**config.mk**
```make
export PLATFORM = sky130hd
export DESIGN_NAME = escaped_byte_frame_encoder_unit
export DESIGN_NICKNAME = d
export VERILOG_FILES = /design/src/efe_pkg.sv /design/src/escaped_byte_frame_encoder_unit.sv
export SDC_FILE = /design/constraint.sdc
export NUM_CORES = 1
export LEC_CHECK = 0
export BUFFER_PORTS_ARGS = -buffer_cell sky130_fd_sc_hd__buf_4
export CORE_MARGIN = 2
export CORE_UTILIZATION = 50
export DETAILED_ROUTE_END_ITERATION = 8
export PLACE_DENSITY_LB_ADDON = 0.25
export SLEW_MARGIN = 20
export SYNTH_ARGS = -nofsm -noshare
export SYNTH_HDL_FRONTEND = slang
export SYNTH_SLANG_ARGS = --single-unit
```
**constraint.sdc**
```tcl
create_clock -name clk -period 5.9 [get_ports clk]
set_input_delay 0.885 -clock clk [delete_from_list [all_inputs] [get_ports clk]]
set_output_delay 0.885 -clock clk [all_outputs]
set_load 0.005 [all_outputs]
```
**src/efe_pkg.sv**
```systemverilog
// Shared types and byte codes for the escaped byte frame encoder.
package efe_pkg;

	localparam logic [7:0] SYNC_BYTE     = 8'hA5;
	localparam logic [7:0] SYNC_ESC      = 8'hA6;
	localparam logic [7:0] TAIL_BYTE     = 8'h5A;
	localparam logic [7:0] TAIL_ESC      = 8'h5B;
	localparam logic [7:0] ESC_CODE_FLAG = 8'h02;
	localparam logic [7:0] ESC_CODE_SELF = 8'h01;

	typedef struct packed {
		logic [7:0] data_byte;
		logic       byte_valid;
		logic       frame_start;
		logic       frame_end;
	} item_t;

	typedef struct packed {
		logic [7:0] out_byte;
		logic       burst_last;
	} code_t;

endpackage

```
**src/escaped_byte_frame_encoder_unit.sv**
```systemverilog
// Frame encoder: preamble, escaped payload and trailer, one byte per cycle unless stalled.
//
// Each accepted item is decoded into a burst register that holds the remaining preamble
// count, up to two escaped payload bytes and the trailer flag; one byte a cycle moves from
// that register into the output register while the output is empty or code_stall is low.
// An item produces one byte for a plain byte, two for an escaped byte, and up to
// PREAMBLE_LEN + 3 for an item that opens a frame, carries an escaped byte and closes it.
// The next item is accepted in the same cycle that the last byte of the current burst
// enters the output register, so the output runs without gaps; an item that produces no
// bytes is taken and dropped. burst_last marks the final byte of each item.
module escaped_byte_frame_encoder_unit #(
	parameter int PREAMBLE_LEN = 8
) (
	input  logic           clk,
	input  logic           arst_n,
	input  logic           item_valid,
	output logic           item_stall,
	input  efe_pkg::item_t item,
	output logic           code_valid,
	input  logic           code_stall,
	output efe_pkg::code_t code
);

	localparam int CW = (PREAMBLE_LEN > 0) ? $clog2(PREAMBLE_LEN + 1) : 1;
	localparam logic [CW-1:0] PRE_LOAD = CW'(PREAMBLE_LEN);

	// Burst register: what remains to be sent for the current item.
	logic          busy_s1;
	logic [CW-1:0] pre_cnt_s1;
	logic [1:0]    pay_cnt_s1;
	logic [7:0]    pay0_s1;
	logic [7:0]    pay1_s1;
	logic          trl_s1;

	logic          code_valid_q;
	efe_pkg::code_t code_q;

	// Decode of the incoming item.
	logic [CW-1:0] in_pre;
	logic [1:0]    in_pay_cnt;
	logic [7:0]    in_pay0;
	logic [7:0]    in_pay1;
	logic          in_esc;
	logic          in_work;

	always_comb begin
		in_pre     = item.frame_start ? PRE_LOAD : '0;
		in_pay_cnt = item.byte_valid ? 2'd1 : 2'd0;
		in_pay0    = item.data_byte;
		in_pay1    = efe_pkg::ESC_CODE_SELF;
		in_esc     = 1'b0;
		case (item.data_byte)
			efe_pkg::SYNC_BYTE: begin
				in_pay0 = efe_pkg::SYNC_ESC;
				in_pay1 = efe_pkg::ESC_CODE_FLAG;
				in_esc  = 1'b1;
			end
			efe_pkg::SYNC_ESC: begin
				in_pay0 = efe_pkg::SYNC_ESC;
				in_pay1 = efe_pkg::ESC_CODE_SELF;
				in_esc  = 1'b1;
			end
			efe_pkg::TAIL_BYTE: begin
				in_pay0 = efe_pkg::TAIL_ESC;
				in_pay1 = efe_pkg::ESC_CODE_FLAG;
				in_esc  = 1'b1;
			end
			efe_pkg::TAIL_ESC: begin
				in_pay0 = efe_pkg::TAIL_ESC;
				in_pay1 = efe_pkg::ESC_CODE_SELF;
				in_esc  = 1'b1;
			end
			default: begin
				in_pay0 = item.data_byte;
				in_pay1 = efe_pkg::ESC_CODE_SELF;
				in_esc  = 1'b0;
			end
		endcase
		if (item.byte_valid && in_esc) begin
			in_pay_cnt = 2'd2;
		end
		in_work = (in_pre != '0) || item.byte_valid || item.frame_end;
	end

	// Selection of the next byte out of the burst register.
	logic          advance;
	logic [7:0]    next_byte;
	logic [CW-1:0] pre_nxt;
	logic [1:0]    pay_cnt_nxt;
	logic          trl_nxt;
	logic          burst_done;
	logic          accept;

	always_comb begin
		pre_nxt     = pre_cnt_s1;
		pay_cnt_nxt = pay_cnt_s1;
		trl_nxt     = trl_s1;
		if (pre_cnt_s1 != '0) begin
			next_byte = efe_pkg::SYNC_BYTE;
			pre_nxt   = pre_cnt_s1 - CW'(1);
		end else if (pay_cnt_s1 != 2'd0) begin
			next_byte   = pay0_s1;
			pay_cnt_nxt = pay_cnt_s1 - 2'd1;
		end else begin
			next_byte = efe_pkg::TAIL_BYTE;
			trl_nxt   = 1'b0;
		end
		burst_done = (pre_nxt == '0) && (pay_cnt_nxt == 2'd0) && !trl_nxt;
	end

	assign advance    = busy_s1 && (!code_valid_q || !code_stall);
	assign item_stall = busy_s1 && !(advance && burst_done);
	assign accept     = item_valid && !item_stall;

	always_ff @(posedge clk or negedge arst_n) begin
		if (!arst_n) begin
			busy_s1    <= 1'b0;
			pre_cnt_s1 <= '0;
			pay_cnt_s1 <= 2'd0;
			trl_s1     <= 1'b0;
		end else if (accept) begin
			busy_s1    <= in_work;
			pre_cnt_s1 <= in_pre;
			pay_cnt_s1 <= in_pay_cnt;
			trl_s1     <= item.frame_end;
		end else if (advance) begin
			busy_s1    <= !burst_done;
			pre_cnt_s1 <= pre_nxt;
			pay_cnt_s1 <= pay_cnt_nxt;
			trl_s1     <= trl_nxt;
		end
	end

	// The second payload byte shifts down once the first has gone out.
	always_ff @(posedge clk) begin
		if (accept) begin
			pay0_s1 <= in_pay0;
			pay1_s1 <= in_pay1;
		end else if (advance && (pre_cnt_s1 == '0) && (pay_cnt_s1 != 2'd0)) begin
			pay0_s1 <= pay1_s1;
		end
	end

	always_ff @(posedge clk or negedge arst_n) begin
		if (!arst_n) begin
			code_valid_q <= 1'b0;
		end else if (advance) begin
			code_valid_q <= 1'b1;
		end else if (!code_stall) begin
			code_valid_q <= 1'b0;
		end
	end

	always_ff @(posedge clk) begin
		if (advance) begin
			code_q.out_byte   <= next_byte;
			code_q.burst_last <= burst_done;
		end
	end

	assign code_valid = code_valid_q;
	assign code       = code_q;

endmodule

```
Word level (Yosys, flattened, before mapping)
Index checks and enable logic that the tools add are counted.
Cells by class
  muxes and demuxes: 24
  reductions and logical operators: 30
  $add $sub $neg: 2
  equality and inequality tests: 5
Operators with widths (number)
  8-bit two-way mux: 3
  8-bit by 7-bit equality test with 1-bit output (second input constant): 2
  8-bit equality test (second input constant): 2
  4-bit two-way mux: 4
  8-bit one-hot mux with 2 select lines: 1
  2-bit two-way mux: 6
  1-bit two-way mux: 10
  1-bit logical AND: 9
  4-bit zero test: 2
  4-bit nonzero test: 2
  1-bit zero test: 6
  2-bit nonzero test: 3
  2-bit OR reduction: 3
  4-bit OR reduction: 1
  4-bit by 1-bit subtractor with 4-bit output (second input constant): 1
  1-bit logical OR: 3
  2-bit zero test: 1
  2-bit by 1-bit != test with 1-bit output (second input constant): 1
  2-bit by 1-bit subtractor with 2-bit output (second input constant): 1
Storage, ports and cells
  output and inout port bits: 11
  flip-flop bits (word level): 34
  logic and storage cells: 70
  bits of input ports: 15

Depth between registers and ports, before layout
Gate-level depths: netlist of the first run.
  depth after elaboration: 12
  mapped depth: 9
  gate-level depth less buffers: 7

Worst setup path before layout of the first run
No wires, ideal clock.
  path type: register -> output
  start point: reg pre_cnt_s1[0]
  end point: out item_stall
  data required time: 5015 ps
  buffers on the path: 1
  cell stages (with the launch flop): 8
  path slack: 3191 ps
  arrival time: 1824 ps
  cell sequence: dfrtp_1 -> inv_1 -> ha_1 -> or3b_1 -> buf_6 -> mux2_4 -> o211ai_4 -> o21a_1
Between the ends
  word-level cells in the longest chain between the ends: 8
  elaborated cells between the ends (all ways): 13
  classes of those cells: add/sub (1); mux (3); reduce/logical (9)
Ends and longest elaborated chain
  start: declaration: RTL line escaped_byte_frame_encoder_unit.sv:29  | logic [CW-1:0] pre_cnt_s1;
  start signal: assignment: RTL line escaped_byte_frame_encoder_unit.sv:123  | pre_cnt_s1 <= in_pre;
  start signal: assignment: RTL line escaped_byte_frame_encoder_unit.sv:128  | pre_cnt_s1 <= pre_nxt;
  4-bit by 1-bit subtractor with 4-bit output / 4-bit nonzero test (equally long branches): RTL line escaped_byte_frame_encoder_unit.sv:100, escaped_byte_frame_encoder_unit.sv:98
  4-bit two-way mux / 2-bit two-way mux (equally long branches): RTL line escaped_byte_frame_encoder_unit.sv:98  | if (pre_cnt_s1 != '0) begin
  4-bit zero test / 2-bit zero test (equally long branches): RTL line escaped_byte_frame_encoder_unit.sv:108  | burst_done = (pre_nxt == '0) && (pay_cnt_nxt == 2'd0) && !trl_nxt;
  1-bit logical AND: RTL line escaped_byte_frame_encoder_unit.sv:108
  1-bit logical AND *: RTL line escaped_byte_frame_encoder_unit.sv:108
  1-bit logical AND *: RTL line escaped_byte_frame_encoder_unit.sv:112  | assign item_stall = busy_s1 && !(advance && burst_done);
  1-bit zero test *: RTL line escaped_byte_frame_encoder_unit.sv:112
  1-bit logical AND *: RTL line escaped_byte_frame_encoder_unit.sv:112
  end: declaration: RTL line escaped_byte_frame_encoder_unit.sv:17  | output logic item_stall,
Every way passes the cells marked *; elsewhere a longest branch is shown, timed or not.

Worst setup path in the final report of the first run
Ends and elaborated chain as after synthesis.

==> results of run 1 <==
==> final cells by class <==
class,instances,area [um^2],share of cell area [%]
Sequential cell,28,796,46.5
Inverter,6,22.5,1.32
Multi-Input combinational cell,92,633,37.0
Tap cell,31,38.8,2.27
Clock buffer,4,26.3,1.54
Timing Repair Buffer,26,195,11.4
==> worst max-delay path, stage by stage, from the launching register on <==
cell	delay [ns]
dfrtp_1	0.45
inv_1	0.11
ha_1	0.26
or3b_1	0.54
nor3_4	0.36
o211ai_4	0.16
o21a_1	0.24
buf_4	0.14
==> where the power goes <==
part           internal (W)  switching [W]   total, W  leakage [nW]
Sequential         0.000273      0.0000354   0.000308         0.280
Clock             0.0000265      0.0000549  0.0000814        0.0150
Combinational      0.000137       0.000157   0.000294         0.397
==> layer usage <==
layer / vias to the layer above / GRT usage, % / wire length, um
met3: 4 / 1.98 / 80
li1: 515 / - / -
met2: 20 / 31.1 / 1360
met5: - / 0 / 0
met1: 497 / 25.8 / 1290
met4: 0 / 6.31 / 38
==> per-stage QoR <==
step / worst slack, ns / std cells / hold WS (ns) / utilization (%)
4_1_cts: 2.43 / 187 / 0.346 / 61.5
2_1_floorplan: 3.19 / 128 / 0.501 / -
5_1_grt: 2.29 / 187 / 0.344 / 61.5
3_3_place_gp: 2.93 / 183 / 0.514 / 60.6
6_report: 2.44 / 187 / 0.354 / 61.5
3_5_place_dp: 2.82 / 183 / 0.519 / 60.6
==> state kept, by name, indices dropped and copies added (netlist names) <==
signal,flops
pre_cnt_s1,4
busy_s1,1
pay_cnt_s1,2
code_valid,1
pay1_s1,2
pay0_s1,8
code,9
trl_s1,1
==> synthesized netlist by cell type (2+ instances only) <==
cell type / count / area share, %
mux2i_1: 4 / 2.7
edfxtp_1: 19 / 39
o21a_1: 5 / 2.5
nor2_1: 21 / 5.3
a21oi_1: 4 / 1.4
o21bai_1: 2 / 1.0
inv_1: 6 / 1.5
nor2b_1: 5 / 2.1
nand2_1: 11 / 2.8
xnor2_1: 2 / 1.2
buf_6: 2 / 1.5
and2_1: 6 / 2.5
dfrtp_1: 9 / 15
nor4bb_1: 2 / 1.4
nand2b_1: 2 / 0.85
nor3_1: 2 / 0.68
==> worst paths after layout <==
check	from	end	slack, ns	cells past startpoint
setup / recovery	pre_cnt_s1[0]	item_stall	2.44	7
hold / removal	arst_n	pre_cnt_s1[2]	0.35	1
setup reg to reg	pre_cnt_s1[0]	pay0_s1[1]	2.86	7
hold reg to reg	pay0_s1[6]	code[7]	0.55	1
max in group asynchronous	arst_n	pay_cnt_s1[1]	5.42	1
min in group clk	pay0_s1[6]	code[7]	0.55	1
==> cell families (layout without fill, tap and decap cells) <==
kind of cell | count (synthesis) | in the layout | synth area share [%]
buffers and inverters | 8 | 36 | 3.06
adders and majority gates | 1 | 1 | 0.849
xor gates and xnor gates | 3 | 3 | 1.78
muxes | 7 | 7 | 5.26
AOI/OAI and AO/OA | 24 | 24 | 14.3
DFF | 28 | 28 | 54.0
and+or+nand+nor | 57 | 57 | 20.8
==> results.json, run 1 <==
{
  "end_kind": "output pin",
  "arrival_ns": 2.58,
  "ys_types": 42,
  "drcViolationCount": 0,
  "clk_latency_ns": 0.33,
  "worst_setup_path_start_kind": "flop",
  "syn_to_final_growth_pct": 16.1,
  "crit_type": "reg2out",
  "synth_seq_cells": 28,
  "place_area_mm2": 0.00169,
  "rows": 19,
  "layout_common_cells": "buf_4, nor2_1, edfxtp_1",
  "grt_use_total_pct": 18.7,
  "place_congestion": 0.867,
  "fmax_mhz": 289,
  "finalSetupTns_ns": 0,
  "ys_seq_area_share_pct": 54.0,
  "finalSetupViolCount": 0,
  "hold_viol_final": 0,
  "fin_area_mm2": 0.00171,
  "ys.flop_type": "edfxtp_1",
  "die_area_mm2": 0.00340,
  "crit_required_ns": 5.02,
  "cts_tree": "done",
  "ctsHoldBuffers": 0,
  "period_needed_ns": 3.46,
  "cap_violations": 0,
  "antenna_found_initial": 0,
  "firstDrtPassIters": 4,
  "grt_pass1_vias": 1067,
  "synthesis.area_mm2": 0.00147,
  "syn-mean-instance-area_um2": 11.5,
  "worstMarginPinSlew_ns": 0.686,
  "grt-ovfl-total": 0,
  "synthArstFlopShare_pct": 32.1,
  "core-area_mm2": 0.00278,
  "peakVddDrop_v": 0.000284,
  "status": "completed",
  "vias_per_cell": 5.54,
  "relSlewSlack_pct": 54.2,
  "via_count": 1036,
  "yosys_warnings": 0,
  "initial_core_util_pct": 53.0,
  "layout-drive-gt1-share_pct": 24.4,
  "fillCellCount": 232,
  "io_pins": 26,
  "cts-root-buf": "clkbuf_4",
  "cts_buffer_depth": 2,
  "leakage_nw": 0.692,
  "clk_pin_slew_ns": 0.14,
  "skew_ns": 0.00870,
  "min_period_over_period_pct": 58.7,
  "final_nets": 173,
  "htreeDepth": 1,
  "cts_num_sinks": 28,
  "final_common_cell": "buf_4",
  "synth_edf_count": 19,
  "slew_viol_final": 0,
  "syn_nets": 144,
  "drt_iter0_drc": 16,
  "rsz0062_at_grt": "false",
  "grt_max_degree": 17,
  "die_x_um": 58.3,
  "antenna_cells": 0,
  "hold_path_class": "in2async",
  "critPathMaxFanout": 8,
  "postRouteAntennaNets": 0,
  "grt_pass1_wl_um": 4840,
  "cts-resized-gates": 0,
  "numPortBuffers": 25,
  "wl_per_cell_um": 14.8,
  "post_cts_buffers": 0,
  "cts_buffers": 3,
  "powerDensity_mw_per_mm2": 399,
  "synth_cells": 128,
  "wl_um": 2770,
  "p_total_w": 0.000683,
  "hpwl_um": 2140,
  "die_h_um": 58.3
}
Note: power is estimated with default switching activity, not from simulation.
==> inputs of run 2 (changes only) <==
CORE_UTILIZATION = 49   (was 50)
clock period = 2.9 ns   (was 5.9 ns; I/O delays follow)
==> run 2 against run 1 <==
Effect of this change:
- critical path depth unchanged
- clock power rose to 3.1 times the previous value
- design area increased by 5.3%
- worst setup slack worse by 2.3 ns
- largest cell class unchanged
- critical path type unchanged
- first-iteration DRC count grew 130%
- clock-buffer cell count down 1
- global-route usage fell by 1.1 points
- non-clock buffer count is 6 higher
- die area up 1.9%
- clock skew fell by 0.0058 ns
- sequential power increased by 100%
==> results.json, run 2 (synthesis gave the netlist of run 1 again) <==
{
  "core-area_mm2": 0.00281,
  "crit_type": "reg2out",
  "period_needed_ns": 2.78,
  "numPortBuffers": 25,
  "cts_num_sinks": 28,
  "rows": 19,
  "die_h_um": 58.8,
  "final_common_cell": "buf_4",
  "fillCellCount": 230,
  "crit_required_ns": 2.47,
  "status": "completed",
  "cp_slowest_cell": "dfrtp_2",
  "postRouteAntennaNets": 0,
  "syn_to_final_growth_pct": 22.3,
  "wl_per_cell_um": 14.4,
  "finalSetupTns_ns": 0,
  "leakage_nw": 0.734,
  "cp_cell_sequence": "inv_1 -> ha_2 -> or3b_4 -> mux2_4 -> o211ai_4 -> o21a_1 -> buf_4",
  "antenna_found_initial": 0,
  "drt_iter0_drc": 36,
  "grt_max_degree": 17,
  "critPathMaxStageDelay_ns": 0.45,
  "htreeDepth": 1,
  "initial_core_util_pct": 52.5,
  "die_area_mm2": 0.00346,
  "clk_latency_ns": 0.32,
  "hold_viol_final": 0,
  "critPathBufInv": 2,
  "die_x_um": 58.8,
  "via_count": 1059,
  "layout_common_cells": "buf_4, nor2_1, edfxtp_1",
  "powerDensity_mw_per_mm2": 856,
  "relSlewSlack_pct": 58.7,
  "place_area_mm2": 0.00171,
  "hold_path_class": "in2reg",
  "rsz0062_at_grt": "false",
  "cp-startpoint": "pre_cnt_s1[0]",
  "final_nets": 179,
  "dp_slack_ns": 0.118,
  "cap_violations": 0,
  "io_pins": 26,
  "slew_viol_final": 0,
  "finalSetupViolCount": 0,
  "fmax_mhz": 360,
  "firstDrtPassIters": 4,
  "wl_um": 2770,
  "arrival_ns": 2.34,
  "grt-ovfl-total": 0,
  "layout-drive-gt1-share_pct": 29.0,
  "grt_pass1_wl_um": 4620,
  "fin_ws_ns": 0.124,
  "grt_use_total_pct": 17.6,
  "worst_setup_path_start_kind": "flop",
  "grt_pass1_vias": 1055,
  "clk_pin_slew_ns": 0.15,
  "vias_per_cell": 5.49,
  "skew_ns": 0.00287,
  "antenna_cells": 0,
  "largest_reg_flops": 9,
  "hpwl_um": 2140,
  "min_period_over_period_pct": 95.7,
  "drcViolationCount": 0,
  "peakVddDrop_v": 0.000363,
  "hold_start": "item[1]",
  "critPathMaxFanout": 6,
  "reg2reg_from": "pre_cnt_s1[0]",
  "end_kind": "output pin",
  "worstMarginPinSlew_ns": 0.618,
  "cts_tree": "done",
  "cts_buffers": 3,
  "fin_area_mm2": 0.00180,
  "cp_top_family": "flip-flops",
  "place_congestion": 0.806,
  "cts_buffer_depth": 2,
  "cts-root-buf": "clkbuf_4"
}
## run 2: report_power, final
| part | internal, W | switching (W) |
|---|---|---|
| sequential | 0.000556 | 0.0000651 |
| combinational | 0.000336 | 0.000336 |
| clock | 0.000140 | 0.000112 |
| total | 0.00103 | 0.000513 |
## run 2: layout make-up
class	instances	area [um^2]	share of cell area, %
multi-input cells	92	649	36.0
clock inverters	1	30.0	1.67
clock buffers	3	22.5	1.25
well taps	31	38.8	2.15
inverters	6	22.5	1.25
repair buffers	32	243	13.5
flip-flops and latches	28	797	44.2
## run 2: metrics by stage
step	utilization, %	hold WS [ns]	instances	total power [W]
floorplan	-	0.139	128	0.00105
CTS	63.2	0.328	191	0.00150
global route	64.3	0.337	193	0.00165
detailed placement	60.9	0.266	186	0.00124
finish	64.3	0.332	193	0.00154
global placement	60.9	0.269	186	0.00122
## run 2: repair_timing
action                                  CTS  global route
endpoints found under the hold margin     9             0
buffers inserted                          0             2
pin swaps                                 0             1
gates resized for setup                   1             3
gates cloned                              0             0
endpoints found under the setup margin    1             1
hold buffers                              1             0
## run 2: worst paths after layout
check,slack (ns),end,depth (start not counted)
max,0.12,item_stall,7
min,0.33,pre_cnt_s1[3],2
max reg2reg,0.34,pay0_s1[5],7
min reg2reg,0.57,code[1],2
max in group asynchronous,2.31,pre_cnt_s1[0],2
min in group asynchronous,0.45,pre_cnt_s1[2],2
## run 2: routing by layer
layer | wire length (um) | vias up | global-route usage [%] | share of wire [%]
li1 | - | 524 | - | -
met1 | 1230 | 500 | 23.9 | 44
met2 | 1380 | 31 | 29.0 | 50
met3 | 125 | 4 | 2.64 | 4.5
met4 | 35 | 0 | 5.84 | 1.3
met5 | 0 | - | 0 | 0
